===== config.mk =====
export PLATFORM = sky130hd
export DESIGN_NAME = rate_monotonic_task_scheduler_top
export DESIGN_NICKNAME = d
export VERILOG_FILES = /design/src/rtl/rmts_pkg.sv /design/src/rtl/rate_monotonic_task_scheduler_top.sv
export VERILOG_INCLUDE_DIRS = /design/src /design/src/rtl
export SDC_FILE = /design/constraint.sdc
export NUM_CORES = 2
export LEC_CHECK = 0
export BUFFER_PORTS_ARGS = -buffer_cell sky130_fd_sc_hd__buf_2
export CAP_MARGIN = 20
export CORE_AREA = 2 2 484 486
export CTS_BUF_LIST = sky130_fd_sc_hd__clkbuf_16
export DETAILED_ROUTE_END_ITERATION = 10
export DIE_AREA = 0 0 486 488
export SLEW_MARGIN = 10
export SYNTH_ARGS = -nofsm -noshare
export SYNTH_HDL_FRONTEND = slang
export SYNTH_SLANG_ARGS = --single-unit

===== constraint.sdc =====
create_clock -name clk -period 20.7 [get_ports clk]
set_input_delay 2.07 -clock clk [delete_from_list [all_inputs] [get_ports clk]]
set_output_delay 2.07 -clock clk [all_outputs]
set_load 0.01 [all_outputs]

===== src/rtl/rate_monotonic_task_scheduler_top_assert.svh =====
// Assertion macros for the rate monotonic scheduler top level.
// Needs clk and rst_n in the scope of the including module.
`ifndef RATE_MONOTONIC_TASK_SCHEDULER_TOP_ASSERT_SVH
`define RATE_MONOTONIC_TASK_SCHEDULER_TOP_ASSERT_SVH

// same-cycle implication
`define RMTS_ASSERT_NOW(lbl, ante, cons, msg) \
    lbl: assert property (@(posedge clk) disable iff (!rst_n) (ante) |-> (cons)) \
        else $error(msg);

// next-cycle implication
`define RMTS_ASSERT_NEXT(lbl, ante, cons, msg) \
    lbl: assert property (@(posedge clk) disable iff (!rst_n) (ante) |=> (cons)) \
        else $error(msg);

`endif


===== src/rtl/rmts_pkg.sv =====
// Shared constants for the rate monotonic scheduler.
// No dependencies.
package rmts_pkg;

    localparam logic [1:0] CMD_REGISTER   = 2'd0;
    localparam logic [1:0] CMD_DEREGISTER = 2'd1;
    localparam logic [1:0] CMD_YIELD      = 2'd2;
    localparam logic [1:0] CMD_TICK       = 2'd3;

    localparam logic [1:0] MODE_SLEEP = 2'd0;
    localparam logic [1:0] MODE_RUN   = 2'd1;
    localparam logic [1:0] MODE_READY = 2'd2;

    localparam logic [19:0] BOUND_RESET = 20'd693000;
    localparam logic [19:0] PPM         = 20'd1000000;

    localparam int PROD_W  = 36;
    localparam int SHARE_W = 21;
    localparam int IN_W    = 56;
    localparam int OUT_W   = 40;

    localparam logic [2:0] ST_IDLE   = 3'd0;
    localparam logic [2:0] ST_MUL    = 3'd1;
    localparam logic [2:0] ST_DIV    = 3'd2;
    localparam logic [2:0] ST_ADMIT  = 3'd3;
    localparam logic [2:0] ST_SCAN   = 3'd4;
    localparam logic [2:0] ST_YWRITE = 3'd5;
    localparam logic [2:0] ST_DWRITE = 3'd6;
    localparam logic [2:0] ST_DONE   = 3'd7;

endpackage


===== src/rtl/rate_monotonic_task_scheduler_top.sv =====
// Rate monotonic scheduler: one result per command, in order.
// Register runs a multiply and a 36-step divider; deregister and tick scan the
// table one entry per cycle for lookup, then for the dispatch search; yield
// also writes its entry back between the two.
// One command at a time; next accepted once the result is in the output reg.
// Reset: all entries invalid, utilization and clock zero, nothing running,
// bound 693000. No clearing pass.
module rate_monotonic_task_scheduler_top #(
    parameter int MAX_TASKS = 16
) (
    input  logic                      clk,
    input  logic                      rst_n,
    input  logic                      cfg_we,
    input  logic [19:0]               cfg_data,
    input  logic                      s_tvalid,
    output logic                      s_tready,
    // cmd[1:0], task_pid[17:2], period_ms[33:18], slice_ms[49:34]
    input  logic [rmts_pkg::IN_W-1:0] s_tdata,
    output logic                      m_tvalid,
    input  logic                      m_tready,
    // accepted[0], running_valid[1], running_pid[17:2], total_utilization[37:18]
    output logic [rmts_pkg::OUT_W-1:0] m_tdata
);
    import rmts_pkg::*;

    localparam int IDXW = (MAX_TASKS > 1) ? $clog2(MAX_TASKS) : 1;
    localparam int CW   = $clog2(MAX_TASKS + 1);
    localparam int DYNW = 35;   // release, started, mode
    localparam int STW  = 16 + 16 + SHARE_W;
    localparam int DCW  = $clog2(PROD_W + 1);

    // memories
    logic [STW-1:0]  stat_mem [MAX_TASKS];
    logic [DYNW-1:0] dyn_mem  [MAX_TASKS];
    logic [STW-1:0]  stat_q;
    logic [DYNW-1:0] dyn_q;

    logic [MAX_TASKS-1:0] valid_reg, valid_next;
    logic [2:0]  state_reg, state_next;
    logic [19:0] bound_reg;
    logic [19:0] sum_reg, sum_next;
    logic [31:0] now_reg, now_next, old_reg, old_next;
    logic        cur_valid_reg, cur_valid_next;
    logic [IDXW-1:0] cur_slot_reg, cur_slot_next;
    logic [15:0] cur_pid_reg, cur_pid_next;

    logic [1:0]  cmd_reg, cmd_next;
    logic [15:0] pid_reg, pid_next, period_reg, period_next, slice_reg, slice_next;
    logic        acc_reg, acc_next;
    logic        disp_reg, disp_next;
    logic [IDXW-1:0] free_reg, free_next;

    logic [CW-1:0]   cnt_reg, cnt_next;
    logic            pv_reg;
    logic [IDXW-1:0] pidx_reg;

    logic            hit_reg, hit_next;
    logic [IDXW-1:0] hit_idx_reg, hit_idx_next;
    logic [DYNW-1:0] hit_dyn_reg, hit_dyn_next;
    logic [15:0]     hit_period_reg, hit_period_next, hit_pid_reg, hit_pid_next;

    logic [PROD_W-1:0] q_reg, q_next;
    logic [16:0]       rem_reg, rem_next;
    logic [DCW-1:0]    dcnt_reg, dcnt_next;

    logic            out_valid_reg, out_valid_next;
    logic [OUT_W-1:0] out_data_reg, out_data_next;

    logic            rd_en;
    logic            wr_st_en, wr_dy_en;
    logic [IDXW-1:0] wr_addr;
    logic [STW-1:0]  wr_st_data;
    logic [DYNW-1:0] wr_dy_data;

    logic            has_free;
    logic [IDXW-1:0] free_slot;
    logic [SHARE_W-1:0] share_sat;
    logic [21:0]     admit_total;
    logic [16:0]     rem_sh;
    logic [31:0]     y_rel;
    logic            y_started;
    logic [1:0]      y_mode;

    // stored fields of the entry being scanned
    logic [15:0]        q_pid, q_period;
    logic [SHARE_W-1:0] q_share;
    logic [31:0]        q_rel;
    logic               q_started;
    logic [1:0]         q_mode;

    assign {q_pid, q_period, q_share} = stat_q;
    assign {q_rel, q_started, q_mode} = dyn_q;

    always_comb
    begin
        has_free  = 1'b0;
        free_slot = '0;
        for (int i = MAX_TASKS - 1; i >= 0; i--)
        begin
            if (!valid_reg[i])
            begin
                has_free  = 1'b1;
                free_slot = IDXW'(i);
            end
        end
    end

    assign rd_en     = (state_reg == ST_SCAN) && (cnt_reg < CW'(MAX_TASKS));
    assign share_sat = (|q_reg[PROD_W-1:20]) ? SHARE_W'(21'h100000) : q_reg[SHARE_W-1:0];
    assign admit_total = 22'(sum_reg) + 22'(share_sat);
    assign rem_sh    = {rem_reg[15:0], q_reg[PROD_W-1]};

    always_ff @(posedge clk)
    begin
        if (rd_en)
        begin
            stat_q <= stat_mem[cnt_reg[IDXW-1:0]];
            dyn_q  <= dyn_mem[cnt_reg[IDXW-1:0]];
        end
        if (wr_st_en)
            stat_mem[wr_addr] <= wr_st_data;
        if (wr_dy_en)
            dyn_mem[wr_addr] <= wr_dy_data;
    end

    always_comb
    begin
        state_next      = state_reg;
        valid_next      = valid_reg;
        sum_next        = sum_reg;
        now_next        = now_reg;
        old_next        = old_reg;
        cur_valid_next  = cur_valid_reg;
        cur_slot_next   = cur_slot_reg;
        cur_pid_next    = cur_pid_reg;
        cmd_next        = cmd_reg;
        pid_next        = pid_reg;
        period_next     = period_reg;
        slice_next      = slice_reg;
        acc_next        = acc_reg;
        disp_next       = disp_reg;
        free_next       = free_reg;
        cnt_next        = cnt_reg;
        hit_next        = hit_reg;
        hit_idx_next    = hit_idx_reg;
        hit_dyn_next    = hit_dyn_reg;
        hit_period_next = hit_period_reg;
        hit_pid_next    = hit_pid_reg;
        q_next          = q_reg;
        rem_next        = rem_reg;
        dcnt_next       = dcnt_reg;
        out_valid_next  = out_valid_reg;
        out_data_next   = out_data_reg;
        wr_st_en        = 1'b0;
        wr_dy_en        = 1'b0;
        wr_addr         = pidx_reg;
        wr_st_data      = {pid_reg, period_reg, share_sat};
        wr_dy_data      = {q_rel, q_started, MODE_READY};
        y_rel           = hit_dyn_reg[DYNW-1:3] + 32'(hit_period_reg);
        y_started       = 1'b1;
        y_mode          = MODE_SLEEP;
        if (!hit_dyn_reg[2])
        begin
            y_rel  = now_reg + 32'(hit_period_reg);
            y_mode = MODE_READY;
        end

        if (out_valid_reg && m_tready)
            out_valid_next = 1'b0;

        case (state_reg)
            ST_IDLE:
            begin
                if (s_tvalid)
                begin
                    cmd_next    = s_tdata[1:0];
                    pid_next    = s_tdata[17:2];
                    period_next = s_tdata[33:18];
                    slice_next  = s_tdata[49:34];
                    acc_next    = 1'b0;
                    disp_next   = 1'b0;
                    hit_next    = 1'b0;
                    cnt_next    = '0;
                    free_next   = free_slot;
                    case (s_tdata[1:0])
                        CMD_REGISTER:
                            state_next = (has_free && (s_tdata[33:18] != 16'd0))
                                         ? ST_MUL : ST_DONE;
                        CMD_TICK:
                        begin
                            old_next   = now_reg;
                            now_next   = now_reg + 32'd1;
                            state_next = ST_SCAN;
                        end
                        default:
                            state_next = ST_SCAN;
                    endcase
                end
            end
            ST_MUL:
            begin
                q_next     = PROD_W'(slice_reg) * PROD_W'(PPM);
                rem_next   = '0;
                dcnt_next  = '0;
                state_next = ST_DIV;
            end
            ST_DIV:
            begin
                // one quotient bit per cycle, restoring
                if (rem_sh >= {1'b0, period_reg})
                begin
                    rem_next = rem_sh - {1'b0, period_reg};
                    q_next   = {q_reg[PROD_W-2:0], 1'b1};
                end
                else
                begin
                    rem_next = rem_sh;
                    q_next   = {q_reg[PROD_W-2:0], 1'b0};
                end
                dcnt_next = dcnt_reg + DCW'(1);
                if (dcnt_reg == DCW'(PROD_W - 1))
                    state_next = ST_ADMIT;
            end
            ST_ADMIT:
            begin
                if (admit_total < 22'(bound_reg))
                begin
                    wr_st_en   = 1'b1;
                    wr_dy_en   = 1'b1;
                    wr_addr    = free_reg;
                    wr_dy_data = {32'd0, 1'b0, MODE_SLEEP};
                    valid_next[free_reg] = 1'b1;
                    sum_next   = admit_total[19:0];
                    acc_next   = 1'b1;
                end
                state_next = ST_DONE;
            end
            ST_SCAN:
            begin
                if (rd_en)
                    cnt_next = cnt_reg + CW'(1);
                if (pv_reg && valid_reg[pidx_reg])
                begin
                    if (disp_reg)
                    begin
                        if ((q_mode == MODE_READY || q_mode == MODE_RUN) &&
                            (!hit_reg || q_period < hit_period_reg))
                        begin
                            hit_next        = 1'b1;
                            hit_idx_next    = pidx_reg;
                            hit_dyn_next    = dyn_q;
                            hit_period_next = q_period;
                            hit_pid_next    = q_pid;
                        end
                    end
                    else
                    begin
                        case (cmd_reg)
                            CMD_DEREGISTER:
                            begin
                                if (q_pid == pid_reg)
                                begin
                                    sum_next = (21'(q_share) >= 21'(sum_next)) ? 20'd0
                                               : sum_next - q_share[19:0];
                                    valid_next[pidx_reg] = 1'b0;
                                    acc_next = 1'b1;
                                end
                            end
                            CMD_YIELD:
                            begin
                                if (q_pid == pid_reg && !hit_reg)
                                begin
                                    hit_next        = 1'b1;
                                    hit_idx_next    = pidx_reg;
                                    hit_dyn_next    = dyn_q;
                                    hit_period_next = q_period;
                                end
                            end
                            CMD_TICK:
                            begin
                                if (q_started && (q_rel == now_reg || q_rel == old_reg))
                                begin
                                    wr_dy_en = 1'b1;
                                    hit_next = 1'b1;
                                end
                            end
                            default:
                            begin
                            end
                        endcase
                    end
                end
                if (!rd_en && !pv_reg)
                begin
                    cnt_next = '0;
                    if (disp_reg)
                        state_next = hit_reg ? ST_DWRITE : ST_DONE;
                    else
                    begin
                        state_next = ST_DONE;
                        hit_next   = 1'b0;
                        disp_next  = 1'b0;
                        case (cmd_reg)
                            CMD_DEREGISTER:
                            begin
                                if (acc_reg)
                                begin
                                    cur_valid_next = 1'b0;
                                    disp_next      = 1'b1;
                                    state_next     = ST_SCAN;
                                end
                            end
                            CMD_YIELD:
                            begin
                                if (hit_reg)
                                begin
                                    hit_next   = 1'b1;
                                    acc_next   = 1'b1;
                                    state_next = ST_YWRITE;
                                end
                            end
                            CMD_TICK:
                            begin
                                if (hit_reg)
                                begin
                                    disp_next  = 1'b1;
                                    state_next = ST_SCAN;
                                end
                            end
                            default:
                            begin
                            end
                        endcase
                    end
                end
            end
            ST_YWRITE:
            begin
                wr_dy_en   = 1'b1;
                wr_addr    = hit_idx_reg;
                wr_dy_data = {y_rel, y_started, y_mode};
                hit_next   = 1'b0;
                if (y_rel < now_reg)
                    state_next = ST_DONE;
                else
                begin
                    disp_next  = 1'b1;
                    state_next = ST_SCAN;
                end
            end
            ST_DWRITE:
            begin
                wr_dy_en       = 1'b1;
                wr_addr        = hit_idx_reg;
                wr_dy_data     = {hit_dyn_reg[DYNW-1:2], MODE_RUN};
                cur_valid_next = 1'b1;
                cur_slot_next  = hit_idx_reg;
                cur_pid_next   = hit_pid_reg;
                state_next     = ST_DONE;
            end
            ST_DONE:
            begin
                if (!out_valid_reg || m_tready)
                begin
                    out_valid_next = 1'b1;
                    out_data_next  = {2'b00, sum_reg,
                                      cur_valid_reg ? cur_pid_reg : 16'd0,
                                      cur_valid_reg, acc_reg};
                    state_next     = ST_IDLE;
                end
            end
            default:
                state_next = ST_IDLE;
        endcase
    end

    always_ff @(posedge clk or negedge rst_n)
    begin
        if (!rst_n)
        begin
            state_reg     <= ST_IDLE;
            valid_reg     <= '0;
            bound_reg     <= BOUND_RESET;
            sum_reg       <= '0;
            now_reg       <= '0;
            old_reg       <= '0;
            cur_valid_reg <= 1'b0;
            cur_slot_reg  <= '0;
            cnt_reg       <= '0;
            pv_reg        <= 1'b0;
            out_valid_reg <= 1'b0;
            disp_reg      <= 1'b0;
            hit_reg       <= 1'b0;
            acc_reg       <= 1'b0;
        end
        else
        begin
            state_reg     <= state_next;
            valid_reg     <= valid_next;
            if (cfg_we)
                bound_reg <= cfg_data;
            sum_reg       <= sum_next;
            now_reg       <= now_next;
            old_reg       <= old_next;
            cur_valid_reg <= cur_valid_next;
            cur_slot_reg  <= cur_slot_next;
            cnt_reg       <= cnt_next;
            pv_reg        <= rd_en;
            out_valid_reg <= out_valid_next;
            disp_reg      <= disp_next;
            hit_reg       <= hit_next;
            acc_reg       <= acc_next;
        end
    end

    always_ff @(posedge clk)
    begin
        pidx_reg       <= cnt_reg[IDXW-1:0];
        cur_pid_reg    <= cur_pid_next;
        cmd_reg        <= cmd_next;
        pid_reg        <= pid_next;
        period_reg     <= period_next;
        slice_reg      <= slice_next;
        free_reg       <= free_next;
        hit_idx_reg    <= hit_idx_next;
        hit_dyn_reg    <= hit_dyn_next;
        hit_period_reg <= hit_period_next;
        hit_pid_reg    <= hit_pid_next;
        q_reg          <= q_next;
        rem_reg        <= rem_next;
        dcnt_reg       <= dcnt_next;
        out_data_reg   <= out_data_next;
    end

    assign s_tready = (state_reg == ST_IDLE);
    assign m_tvalid = out_valid_reg;
    assign m_tdata  = out_data_reg;

`include "rate_monotonic_task_scheduler_top_assert.svh"

    // a deregister scan may clear the running entry's slot before cur_valid is cleared
    `RMTS_ASSERT_NOW(a_cur_valid, (state_reg == ST_IDLE) && cur_valid_reg, valid_reg[cur_slot_reg], "running slot invalid")
    `RMTS_ASSERT_NEXT(a_busy_after_accept, s_tvalid && s_tready, state_reg != ST_IDLE, "accept did not start work")
    `RMTS_ASSERT_NOW(a_scan_pipe, pv_reg, state_reg == ST_SCAN, "read data outside a scan")
    `RMTS_ASSERT_NEXT(a_out_hold, m_tvalid && !m_tready, $stable(m_tdata) && m_tvalid, "stalled result changed")

endmodule


## Word level (Yosys, flattened, before mapping)

Memory sizes are Yosys's and may differ from the RTL's. A register that Yosys moved wholly into a read port is not among the register bits.
Cells that the tools add are included.

- Bits of input ports: 81
- Logic and storage cells: 272
- Output and inout port bits: 42
- Bits in writable memories: 1408
- Memories kept: 2
- Register bits after elaboration: 375

Memory list:

| memory | words | width | rd ports | clocked after Yosys merged registers in | wr ports | RTL line | RTL |
|---|---|---|---|---|---|---|---|
| stat_mem | 16 | 53 | 1 | 1 | 1 | rate_monotonic_task_scheduler_top.sv:33 | `logic [STW-1:0] stat_mem [MAX_TASKS];` |
| dyn_mem | 16 | 35 | 1 | 1 | 1 | rate_monotonic_task_scheduler_top.sv:34 | `logic [DYNW-1:0] dyn_mem [MAX_TASKS];` |

- Muxes and demuxes: 139
- $lt $le $gt $ge: 10
- Reductions and logical operators: 47
- Equality and inequality tests: 30
- Add/sub/neg operators: 8
- Bitwise logic cells: 3
- Multiply operators: 1

Operator list:

| operator | number |
|---|---|
| two-way mux 35 bit | 5 |
| two-way mux 16 bit | 10 |
| two-way mux 20 bit | 6 |
| one-hot mux 35 bit (3 select lines) | 1 |
| one-hot mux 36 bit (2 select lines) | 1 |
| adder 32 x 16 -> 32 bit | 2 |
| equality test 32 bit | 2 |
| one-hot mux 16 bit (2 select lines) | 2 |
| two-way mux 1 bit | 62 |
| two-way mux 4 bit | 13 |
| one-hot mux 20 bit (2 select lines) | 1 |
| adder 32 x 1 -> 32 bit, second input constant | 1 |
| < comparator 32 bit | 1 |
| two-way mux 32 bit | 1 |
| multiplier 16 x 14 -> 30 bit, second input constant | 1 |
| two-way mux 3 bit | 10 |
| adder 20 x 21 -> 22 bit | 1 |
| < comparator 22 x 20 -> 1 bit | 1 |
| >= comparator 21 x 20 -> 1 bit | 1 |
| two-way mux 21 bit | 1 |
| one-hot mux 3 bit (7 select lines) | 1 |
| subtractor 20 bit | 1 |
| >= comparator 17 x 16 -> 1 bit | 1 |
| AND 16 bit | 1 |
| other kinds (45) | 111 |

## Longest topological paths before layout

- Depth after elaboration: 21
- Mapped depth: 27
- Gate-level depth less buffers: 23

## Worst setup path before layout

Ideal clock, no wire load.

- Kind: register -> register
- Start point: reg q_reg[35]
- End point: mem stat_mem[1][0] (netlist name) (enable)
- Period minus slack after synthesis: 7.811 ns
- Library setup time: 0.464 ns
- Required time: 20.236 ns
- Slack: 12.889 ns
- Cell stages (with the launch flop): 26
- Buffers on the path: 3
- Arrival time: 7.347 ns
- Path through: edfxtp_1 > nor4_1 > and4_1 > clkbuf_1 > clkbuf_1 > and2_1 > ha_1 > a211oi_1 > o21bai_1 > a2111oi_0 > or3_1 > o21ai_0 > a21o_1 > nand2_1 > a21oi_1 > ha_1 > nor2b_1 > o21ai_0 > a41o_1 > nand2_1 > a211oi_4 > a22o_1 > a21oi_1 > nand2b_1 > buf_2 > nor2_1

- Longest elaborated chain between the ends: 8
- Elaborated cells between the ends (all ways): 10
- Classes of those cells: add/sub (1); order compare (1); mux (7); reduce/logical (1)

RTL lines:

| element | RTL line | RTL |
|---|---|---|
| from (decl) | rate_monotonic_task_scheduler_top.sv:62 | `logic [PROD_W-1:0] q_reg, q_next;` |
| from (signal assigned) | rate_monotonic_task_scheduler_top.sv:429 | `q_reg <= q_next;` |
| OR reduction 16 bit * | rate_monotonic_task_scheduler_top.sv:109 | `assign share_sat = (\|q_reg[PROD_W-1:20]) ? SHARE_W'(21'h100000) : q_reg[SHARE_W-1:0];` |
| two-way mux 21 bit * | rate_monotonic_task_scheduler_top.sv:109 |  |
| net share_sat[2] | rate_monotonic_task_scheduler_top.sv:77 | `logic [SHARE_W-1:0] share_sat;` |
| adder 20 x 21 -> 22 bit * | rate_monotonic_task_scheduler_top.sv:110 | `assign admit_total = 22'(sum_reg) + 22'(share_sat);` |
| < comparator 22 x 20 -> 1 bit * | rate_monotonic_task_scheduler_top.sv:226 | `if (admit_total < 22'(bound_reg))` |
| two-way mux 1 bit | rate_monotonic_task_scheduler_top.sv:226 |  |
| two-way mux 1 bit | rate_monotonic_task_scheduler_top.sv:171 | `case (state_reg)` |
| two-way mux 1 bit | rate_monotonic_task_scheduler_top.sv:120 | `if (wr_st_en)` |
| two-way mux 1 bit (implied by the code) | rate_monotonic_task_scheduler_top.sv:121 | `stat_mem[wr_addr] <= wr_st_data;` |
| to (decl) | rate_monotonic_task_scheduler_top.sv:33 |  |

The timed path passes the listed nets; every way through them passes the cells marked *.

## Worst setup path after layout

- Start point: reg q_reg[35]
- End point: mem stat_mem[6][28] (netlist name) (enable)

Same word-level chain as after synthesis.

==> results.json <==
{
  "status": "finished, final reports clean",
  "grt_max_degree": 107,
  "vias": 41400,
  "async_flop_share_pct": 7.17,
  "first_iter_violations": 3615,
  "clk_path_buf_depth": 3,
  "cp-start-kind": "register",
  "vdd_ir_drop_max_mv": 0.119,
  "grt_pass1_wl_um": 282000,
  "cts_root_buffer": "clkbuf_16",
  "postCtsResizedCells": 0,
  "layout.nets": 5151,
  "die_area_um2": 237000,
  "ys_seq_area_share_pct": 68.6,
  "swShare_pct": 30.8,
  "core_um2": 232000,
  "period_share_pct": 43.2,
  "slew_headroom_pct": 25.4,
  "fin_cells": 7953,
  "ys_ff_latch": 1869,
  "grt_setup_unrepaired": "false",
  "final_hold_viol_count": 0,
  "syn2layout_area_growth_pct": 13.6,
  "synth_top_area_share_pct": 64.4,
  "viasPerCell": 5.21,
  "clockPowerShare_pct": 28.6,
  "endpoint_kind": "register",
  "critPathRequiredTime_ns": 21.16,
  "p_per_area_nw_per_um2": 130,
  "pwr-share-comb_pct": 27.2,
  "skew_ns": 0.0690,
  "drc_errors": 0,
  "syn_avg_cell_area_um2": 17.8,
  "worstPathMaxFanout": 38,
  "synthDistinctLibCells": 82,
  "largest_reg_flops": 848,
  "tightest_slew_ns": 1.12,
  "seqPwrFrac_pct": 44.3,
  "clkSinkCount": 1869,
  "overflow": 0,
  "ant_nets": 0,
  "largest_registers": "stat_mem: 848 flops, dyn_mem: 560 flops, stat_q: 53 flops",
  "netlist_top_cells_area": "edfxtp_1, mux4_2, ha_1",
  "cts_tree": "yes",
  "synth_cells": 4533,
  "wl_per_cell_um": 23.8,
  "syn_area_um2": 80700,
  "wirelength_um": 189000,
  "hold_buffers": 0,
  "hold_class": "reg -> reg",
  "std_cell_rows": 177,
  "ios": 123,
  "grt.total_usage_pct": 16.0,
  "synth_edf_count": 1731,
  "clk_pin_slew_ns": 0.06,
  "cap_violations": 0,
  "dp_hpwl_um": 111000,
  "die_h_um": 488,
  "static-leakage-power_nw": 30.6,
  "setup_tns_ns": 0,
  "drive_above_1_share_pct": 20.7,
  "synthFlopType": "edfxtp_1",
  "fmax_ghz": 0.112,
  "grt_pass1_vias": 42500,
  "dp.cells": 7593,
  "p_sw_w": 0.00369,
  "synth.largest_area_cell": "edfxtp_1",
  "start_util_pct": 34.8,
  "place_congestion": 0.862,
  "synth_warnings": 0,
  "slew_viol_final": 0,
  "period_needed_ns": 8.95,
  "io_buffer_count": 114,
  "drt_first_pass_iters": 7,
  "die_x_um": 486,
  "setup_viol_count_final": 0,
  "path_class": "reg -> reg",
  "cts_setup_buffers": 0,
  "cts_buffers": 193,
  "antenna_found_initial": 8,
  "critical_path_arrival_ns": 9.41,
  "p_int_w": 0.00827,
  "htreeDepth": 4,
  "clk_latency_ns": 0.86,
  "regMostFlops": "stat_mem"
}
==> worst max-delay path, stage by stage (launching register included) <==
cell,delay [ns]
edfxtp_1,0.42
nor4_1,0.37
and4_1,0.25
buf_4,0.29
and2_1,0.72
ha_1,0.43
a211oi_1,0.32
nand2b_1,0.09
o32ai_1,0.38
nand2_1,0.18
a21o_1,0.20
a21oi_1,0.16
xnor2_1,0.19
ha_1,0.30
o21a_1,0.11
o21ai_0,0.16
a21o_1,0.22
a41o_1,0.19
nand2_1,0.11
a211oi_4,0.59
nor2_4,0.02
buf_4,0.31
a21oi_1,0.29
nand2b_1,0.51
nor2_4,1.03
buf_4,0.68
==> final cells by class <==
type	count	area (um^2)
antenna	2	5.00
clock buffer	194	4850
clock inverter	162	1460
fill	20700	140000
inverter	209	785
multi-input combinational	2282	24200
sequential	1869	55400
tap	3043	3810
timing repair buffer	192	1190
==> kinds of logic after synthesis <==
logic type	Yosys count	share of synthesized area, %
AO/OA/AOI/OAI	540	4.33
XOR/XNOR	215	2.33
adder cells (fa/ha/maj)	323	5.55
buffers and inverters	383	1.81
flip-flops	1869	68.6
multiplexers	496	13.1
other	1	0.00464
AND/OR/NAND/NOR	706	4.23
==> synthesized netlist by cell type, types with 19 or more instances <==
cell and n:
clkbuf_1 133, buf_1 34, nand2b_1 23, edfxtp_1 1731, a21oi_1 131, dfrtp_1 127
mux4_2 445, nor4_1 34, xor2_1 122, xnor2_1 93, nor2b_1 31, o21a_1 28
fa_1 59, nor2_1 154, ha_1 264, mux2_2 38, nand3_1 59, and2_1 53
a21o_1 51, nand4_1 27, nor3_1 41, o21ai_0 152, inv_1 208, a22oi_1 19
nand2_1 223
==> path summary, 6_finish.rpt <==
| check | start | to | slack [ns] | cells after the start |
|---|---|---|---|---|
| hold / removal | hit_pid_reg[8] | cur_pid_reg[8] | 0.42 | 0 |
| max in group asynchronous | rst_n | cnt_reg[0] | 17.91 | 2 |
| min in group asynchronous | rst_n | now_reg[25] | 1.33 | 1 |
| setup / recovery | q_reg[35] | stat_mem[6][28] | 11.75 | 25 |
| setup reg to reg | q_reg[35] | stat_mem[6][28] | 11.75 | 25 |
| hold reg to reg | hit_pid_reg[8] | cur_pid_reg[8] | 0.42 | 0 |
==> cell usage in the layout, fill, tap and decap left out, types with 40 or more instances in the layout <==
master,n
fa_1,59
and2_1,51
a21o_1,51
ha_1,264
xnor2_1,93
clkbuf_16,194
clkinv_1,40
nand2_1,223
a21oi_1,130
buf_4,75
buf_2,113
o21ai_0,152
dfrtp_1,123
xor2_1,122
nor2_1,126
mux4_2,445
edfxtp_1,1731
nand3_1,59
inv_1,257
nor3_1,41
==> metrics by stage <==
stage	hold slack, ns	utilization, %	setup slack (ns)	total power (W)	cell area [um^2]
after floorplan	0.372	-	12.89	0.00762	80700
after CTS	0.416	39.5	11.60	0.0121	91700
final	0.419	39.5	11.75	0.0120	91700
after global placement	0.405	36.8	11.76	0.00861	85300
after detailed placement	0.405	36.8	11.62	0.00867	85300
after global routing	0.426	39.5	11.19	0.0126	91700
==> power groups by stage <==
| stage | registers (W) | clock network, W | logic [W] |
|---|---|---|---|
| 5_1_grt | 0.00534 | 0.00364 | 0.00361 |
| 3_3_place_gp | 0.00536 | 0 | 0.00326 |
| 2_1_floorplan | 0.00521 | 0 | 0.00240 |
| 6_report | 0.00529 | 0.00342 | 0.00325 |
| 3_5_place_dp | 0.00538 | 0 | 0.00329 |
| 4_1_cts | 0.00530 | 0.00350 | 0.00331 |
==> routing by layer <==
metal	share of wire [%]	vias up	wire length (um)	global-route usage, %
met2	49	1029	93300	26.7
li1	-	18400	-	-
met5	0	-	0	0
met3	4.8	247	9110	2.21
met4	2.0	0	3760	3.88
met1	44	21800	83200	22.1
Note: power is estimated with default switching activity, not from simulation.
